$ cat src/sv/vn_pkg.sv
`timescale 1ns / 1ps
`default_nettype none
package vn_pkg;
   localparam int CompWidth  = 24;
   localparam int SumWidth   = 48;
   localparam int SqrtSteps  = 24;
   localparam int FracShift  = 14;
   localparam int RemWidth   = CompWidth + FracShift;
   localparam int QuotWidth  = FracShift + 1;
   localparam int OutWidth   = 16;
   localparam logic [QuotWidth-1:0] UnitOne = QuotWidth'(16384);

   typedef struct packed {
      logic [2:0]                 sign;
      logic [2:0][CompWidth-1:0]  mag;
   } side_type;
endpackage
`default_nettype wire

$ cat src/sv/vn_sqrt.sv
`timescale 1ns / 1ps
`default_nettype none
module vn_sqrt (
   input  wire logic                       clock,
   input  wire logic                       reset,
   input  wire logic                       valid_in,
   input  wire logic [vn_pkg::SumWidth-1:0] sum_in,
   input  wire vn_pkg::side_type           side_in,
   output logic                            valid_out,
   output logic [vn_pkg::CompWidth-1:0]    len_out,
   output vn_pkg::side_type                side_out
);
   localparam int N = vn_pkg::SqrtSteps;
   localparam int W = vn_pkg::SumWidth;

   logic             vld_s [N+1];
   logic [W-1:0]     n_s   [N+1];
   logic [W-1:0]     res_s [N+1];
   vn_pkg::side_type side_s[N+1];

   assign vld_s[0]  = valid_in;
   assign n_s[0]    = sum_in;
   assign res_s[0]  = '0;
   assign side_s[0] = side_in;

   for (genvar k = 0; k < N; k++) begin : g_step
      localparam logic [W-1:0] StepBit = W'(1) << (W - 2 - 2 * k);
      logic             vld_ff;
      logic [W-1:0]     n_ff, n_in, res_ff, res_in, trial;
      vn_pkg::side_type side_ff;

      always_comb begin
         trial = res_s[k] + StepBit;
         if (n_s[k] >= trial) begin
            n_in   = n_s[k] - trial;
            res_in = (res_s[k] >> 1) + StepBit;
         end else begin
            n_in   = n_s[k];
            res_in = res_s[k] >> 1;
         end
      end

      always_ff @(posedge clock) begin
         if (reset) begin
            vld_ff <= 1'b0;
         end else begin
            vld_ff <= vld_s[k];
         end
      end

      always_ff @(posedge clock) begin
         n_ff    <= n_in;
         res_ff  <= res_in;
         side_ff <= side_s[k];
      end

      assign vld_s[k+1]  = vld_ff;
      assign n_s[k+1]    = n_ff;
      assign res_s[k+1]  = res_ff;
      assign side_s[k+1] = side_ff;
   end

   assign valid_out = vld_s[N];
   assign len_out   = res_s[N][vn_pkg::CompWidth-1:0];
   assign side_out  = side_s[N];
endmodule
`default_nettype wire

$ cat config.mk
export PLATFORM = sky130hd
export DESIGN_NAME = vn_sqrt
export DESIGN_NICKNAME = d
export VERILOG_FILES = /design/src/sv/vn_pkg.sv /design/src/sv/vn_sqrt.sv
export SDC_FILE = /design/constraint.sdc
export NUM_CORES = 2
export LEC_CHECK = 0
export ABC_CLOCK_PERIOD_IN_PS = 7100
export BUFFER_PORTS_ARGS = -buffer_cell sky130_fd_sc_hd__buf_2
export CORE_MARGIN = 2
export CORE_UTILIZATION = 50
export DETAILED_ROUTE_END_ITERATION = 10
export PLACE_DENSITY = 0.66
export SYNTH_ARGS = -nofsm -noshare
export SYNTH_HDL_FRONTEND = slang
export SYNTH_SLANG_ARGS = --single-unit
$ cat constraint.sdc
create_clock -name clock -period 7.1 [get_ports clock]
set_input_delay 1.065 -clock clock [delete_from_list [all_inputs] [get_ports clock]]
set_output_delay 1.065 -clock clock [all_outputs]
set_load 0.05 [all_outputs]
# Word level (Yosys, flattened, before mapping)
# Cells that the tools add are included.
[op_classes]
n_addsub = 69
mux = 47
n_lt_le_gt_ge = 24
[ops]
columns = ["op", "n"]
rows = [
  ["48-bit >= comparator", 23],
  ["48-bit 2-to-1 mux", 23],
  ["47-bit 2-to-1 mux", 23],
  ["48-bit subtractor", 22],
  ["47-bit by 11-bit adder with 48-bit output (second input constant)", 1],
  ["47-bit by 13-bit adder with 48-bit output (second input constant)", 1],
  ["47-bit by 15-bit adder with 48-bit output (second input constant)", 1],
  ["47-bit by 17-bit adder with 48-bit output (second input constant)", 1],
  ["47-bit by 19-bit adder with 48-bit output (second input constant)", 1],
  ["47-bit by 21-bit adder with 48-bit output (second input constant)", 1],
  ["47-bit by 23-bit adder with 48-bit output (second input constant)", 1],
  ["47-bit by 25-bit adder with 48-bit output (second input constant)", 1],
  ["47-bit by 27-bit adder with 48-bit output (second input constant)", 1],
  ["47-bit by 29-bit adder with 48-bit output (second input constant)", 1],
  ["47-bit by 3-bit adder with 48-bit output (second input constant)", 1],
  ["47-bit by 31-bit adder with 48-bit output (second input constant)", 1],
  ["47-bit by 33-bit adder with 48-bit output (second input constant)", 1],
  ["47-bit by 35-bit adder with 48-bit output (second input constant)", 1],
  ["47-bit by 37-bit adder with 48-bit output (second input constant)", 1],
  ["47-bit by 39-bit adder with 48-bit output (second input constant)", 1],
  ["47-bit by 41-bit adder with 48-bit output (second input constant)", 1],
  ["47-bit by 43-bit adder with 48-bit output (second input constant)", 1],
  ["47-bit by 45-bit adder with 48-bit output (second input constant)", 1],
  ["47-bit by 5-bit adder with 48-bit output (second input constant)", 1],
  ["29 further kinds", 29],
]
[word_totals]
elab_cells = 329
reg_bits = 4055
output_inout_bits = 100

# Depth between registers and ports, before layout
[logic_depth]
depth_word = 3
ltp_mapped = 13
depth_no_buf = 11

# Worst setup path before layout
# Ideal clock, no wire load.
[synth_path]
kind = "reg2reg"
from = "register g_step[14].res_ff[19]"
to = "register g_step[15].n_ff[45]"
period_less_slack_ps = 2756
setup_slack_ps = 4344
arrival_ps = 2685
required_ps = 7028
stages_incl_launch_ff = 11
cell_sequence = "dfxtp_1 > inv_1 > ha_1 > nor4b_2 > nand4_1 > nor4_1 > nor3_1 > a211o_1 > or4_1 > nor4b_2 > xor2_1"
[synth_between]
elab_chain_cells = 3
[synth_rtl]
columns = ["item", "line_no", "rtl"]
rows = [
  ["start, declared", "vn_sqrt.sv:29", "logic [W-1:0] n_ff, n_in, res_ff, res_in, trial;"],
  ["start signal, assigned", "vn_sqrt.sv:53", "res_ff <= res_in;"],
  ["48-bit by 17-bit adder with 48-bit output *", "vn_sqrt.sv:33", "trial = res_s[k] + StepBit;"],
  ["48-bit subtractor or 48-bit >= comparator (tied branches)", "vn_sqrt.sv:35, vn_sqrt.sv:34", ""],
  ["48-bit 2-to-1 mux *", "vn_sqrt.sv:34", "if (n_s[k] >= trial) begin"],
  ["named net g_step[15].n_in[45]", "vn_sqrt.sv:29", ""],
  ["end signal, assigned", "vn_sqrt.sv:52", "n_ff <= n_in;"],
  ["end, declared", "vn_sqrt.sv:29", ""],
]
# Mark *: on every way through the listed nets, which the timed path passes. The rest lies on a longest branch.
# A chain may end at the register's enable or synchronous reset.

# Final worst setup path
[layout_path]
from = "register g_step[16].res_ff[27]"
to = "register g_step[17].n_ff[38]"
[layout_between]
elab_chain_cells = 3
[layout_rtl]
columns = ["item", "line_no"]
rows = [
  ["start, declared", "vn_sqrt.sv:29"],
  ["start signal, assigned", "vn_sqrt.sv:53"],
  ["48-bit by 13-bit adder with 48-bit output *", "vn_sqrt.sv:33"],
  ["48-bit subtractor or 48-bit >= comparator (tied branches)", "vn_sqrt.sv:35, vn_sqrt.sv:34"],
  ["48-bit 2-to-1 mux *", "vn_sqrt.sv:34"],
  ["named net g_step[17].n_in[38]", "vn_sqrt.sv:29"],
  ["end signal, assigned", "vn_sqrt.sv:52"],
  ["end, declared", "vn_sqrt.sv:29"],
]
# Marks and branches as above.

==> summary.md <==
| Metric | Value |
|---|---|
| Simple-gate area share of the yosys netlist | `9.29%` |
| Clock root buffer | `clkbuf_16` |
| Wire per inst | `15.0 microns` |
| Fmax | `246 MHz` |
| Final std cells w/o fill | `10.2k` |
| Asr flop ratio synth | `0%` |
| Final WS setup | `3.04 ns` |
| Layout cell share with drive strength beyond 1 | `10.5%` |
| Worst-margin pin slew | `1.15 ns` |
| Met1 usage | `18.6%` |
| Synth Area in Adders | `4.49%` |
| DR vias/cell | `4.84` |
| Overall power | `45.1 mW` |
| Period utilization | `57.1%` |
| LEAKAGE | `46.1 nW` |
| Starting DRT DRC Count | `2662` |
| Top FF cell, synth | `dfxtp_1` |
| Cell variety after synth | `91` |
| Ports | `226` |
| Syn_nets | `7610` |
| Die ar. | `183000 sq um` |
| Vias in the first global route | `50.6k` |
| Hold crit path type | `input port to flip-flop` |
| Crit Path Max Fanout | `32` |
| Clk buf depth | `4` |
| H-tree depth | `5` |
| CTS tree | `done` |
| Synth top area cells | `dfxtp_1, ha_1, xor2_1, xnor2_1, inv_1` |
| Status | `finished clean` |
| Max Slew Vio Count | `0` |
| Startpoint types | `flip-flop` |
| Hold Buf Count CTS | `0` |
| Initial antenna violation count | `0` |
| Number of synthesized register bits | `3228` |
| Crit-path slowest cell | `nor4_1` |
| Post-Synthesis Cells | `7162` |
| Row cnt | `155` |
| Synth warnings | `0` |
| Net count, final | `8082` |
| Cell count after placement | `9669` |
| Relative slew slack | `22.6%` |
| Synthesized area | `89800 sq um` |
| Sum Neg Setup Slack | `0 ns` |
| Buffers on Ports | `225` |
| Via count | `49.4k` |
| CP peak stage delay | `1.02 ns` |
| Clock transition at the registers of the reported paths | `0.06 ns` |
| RSZ-0062 raised after global routing | `false` |
| Register area share after synthesis | `72.0%` |
| Crit Path Category | `flip-flop to flip-flop` |
| Critical path cell sequence | `inv_1 -> ha_1 -> and3_1 -> nand2_1 -> nor4_1 -> nor4_2 -> o211a_1 -> buf_4 -> inv_2 -> nand2_1 -> nor4_1 -> xor2_1` |
| Clk Latency, worst-skew pair | `0.93 ns` |
| Area share of the largest cell type after synthesis | `72.0%` |
| Met3 usage | `3.65%` |
| Core area | `178000 sq um` |
| Final Critical Period | `4.06 ns` |
| Post-synth EDFFs | `0` |
| Final-report hold violation count | `0` |
| Global route hottest layer | `met2` |
| Xor/xnor cell area share of the yosys netlist | `4.57%` |
| CP required | `7.89 ns` |
| Worst path arrival time | `4.85 ns` |
| Syn avg cell area | `12.5 sq um` |
| Hold Path Depth | `1` |
| Met2 usage | `29.9%` |
| PwrDens | `433 nW/um^2` |
| Fill cell count | `14.2k` |
| First-pass GRT wire length | `248000 microns` |
| Post-synthesis mux area share | `0.550%` |
| Clock sink count | `3228` |
| Gr usage total | `16.5%` |
| Drt drc | `0` |
| Overflow after GRT | `0` |
| Worst Reg-to-Reg Cells | `12` |
| Compound-Gate Fraction of Synth Area | `6.98%` |
| DP Worst Slack | `3.04 ns` |
| Initial DRT Pass Iterations | `6` |
| DIE HEIGHT | `428 microns` |
| Antenna Nets Post-Route | `0` |
| Endpoints failing setup | `0` |
| Die width | `428 microns` |
| Worst Skew | `0.0869 ns` |
| Worst Setup End Kind | `flip-flop` |
| Max Cap Violations | `0` |
| Initial Util | `50.3%` |
| Peak supply drop | `0.000322 V` |
| Post-CTS sizing | `0` |
| Main combinational cell family by area after synthesis | `simple AND/OR/NAND/NOR gates` |
| Cell count along the critical path | `12` |
| Post-DP HPWL | `109000 microns` |
| Crit path max-delay family | `simple AND/OR/NAND/NOR gates` |
| Total CTS buffers | `318` |
| Routability cong. | `0.902` |
| Largest net degree at the start of global routing | `47` |
| Final wirelength | `153000 microns` |
| Post-synth top area cell | `dfxtp_1` |
| Area grow syn2layout | `15.9%` |
| Postcts setup bufs | `0` |
| Crit path buffers/inverters | `3` |
## state kept, by name (all words and copies together) (netlist names)
register	cells
g_step.res_ff	300
g_step.side_ff	1725
g_step.vld_ff	23
g_step.n_ff	1104
valid_out	1
side_out	75
## cells by family after synthesis
group | Yosys count
flip-flops | 3228
AND/OR/NAND/NOR | 1598
buffers and inverters | 501
multiplexers | 45
AO/OA/AOI/OAI | 999
XOR/XNOR | 469
adder cells (fa/ha/maj) | 322
## layout make-up
| cell class | count | area (sq um) | area share (%) |
|---|---|---|---|
| multi-input combinational | 3433 | 23300 | 22.3 |
| sequential | 3228 | 64600 | 62.1 |
| tap | 2355 | 2950 | 2.83 |
| clock buffer | 453 | 9300 | 8.93 |
| timing repair buffer | 246 | 1280 | 1.23 |
| clock inverter | 92 | 1170 | 1.12 |
| antenna | 1 | 2.50 | 0.00240 |
| inverter | 407 | 1530 | 1.47 |
## routing by layer
| metal | routed length (microns) | part of all wire, % |
|---|---|---|
| met1 | 65100 | 42 |
| met2 | 76000 | 50 |
| met3 | 6590 | 4.3 |
| met4 | 5540 | 3.6 |
| met5 | 0 | 0 |
## where the power goes
| part | internal, mW | switching, mW | leakage [nW] |
|---|---|---|---|
| Combinational | 2.87 | 3.72 | 13.8 |
| Sequential | 20.5 | 1.59 | 27.2 |
| Clock | 9.96 | 6.40 | 5.15 |
## cell usage in the layout (no fill, tap or decap), drive strengths merged, types with 31 or more instances in the layout
master | Yosys | layout
buf | 33 | 246
nand2b | 71 | 71
xnor2 | 226 | 226
mux2 | 35 | 35
ha | 322 | 322
o31ai | 37 | 37
or4 | 39 | 39
nand2 | 348 | 348
dfxtp | 3228 | 3228
a211oi | 31 | 31
nor2b | 63 | 63
o21ai | 257 | 257
inv | 407 | 411
a21o | 106 | 106
o21a | 66 | 66
nand3 | 92 | 92
nor3 | 152 | 152
nor4 | 212 | 212
or3 | 51 | 51
clkbuf | 61 | 453
nand4 | 85 | 85
nor2 | 330 | 330
clkinv | 0 | 52
xor2 | 243 | 243
a21oi | 302 | 302
## final timing paths
path                           from                endpoint  slack (ns)
min reg2reg  g_step[16].side_ff[32]  g_step[17].side_ff[32]        0.28
min                     side_in[33]   g_step[0].side_ff[33]        0.23
max           g_step[16].res_ff[27]     g_step[17].n_ff[38]        3.04
max reg2reg   g_step[16].res_ff[27]     g_step[17].n_ff[38]        3.04
## per-stage QoR
step / hold slack [ns] / area, sq um / util [%]
5_1_grt: 0.157 / 104000 / 58.4
4_1_cts: 0.134 / 104000 / 58.4
3_5_place_dp: 0.312 / 93600 / 52.5
2_1_floorplan: 0.310 / 89800 / -
6_report: 0.227 / 104000 / 58.4
3_3_place_gp: 0.309 / 93600 / 52.5
## Yosys cell counts, types with 10 or more instances
library cell  instances
nor2_1              329
and2_1               19
and3_1               21
or2_2                20
nor3_1              151
a2111oi_0            13
nand3_1              92
mux2i_1              10
buf_2                24
nand4b_1             16
clkbuf_1             60
ha_1                322
nor4_1              208
o21bai_1             20
a21oi_1             301
o21ai_0             253
dfxtp_1            3228
or3_1                51
nand4_1              85
and4_1               10
mux2_2               35
nor2b_1              63
xor2_1              243
a211o_1              10
nand3b_1             10
a21o_1              106
a21boi_0             13
nand2_1             348
a211oi_1             31
nand2b_1             71
or4_1                38
o31ai_1              37
xnor2_1             226
inv_1               405
o211ai_1             27
a31oi_1              23
o21a_1               66
nor4b_1              18
nor3b_1              12
Power figures use the tool's default switching activity.
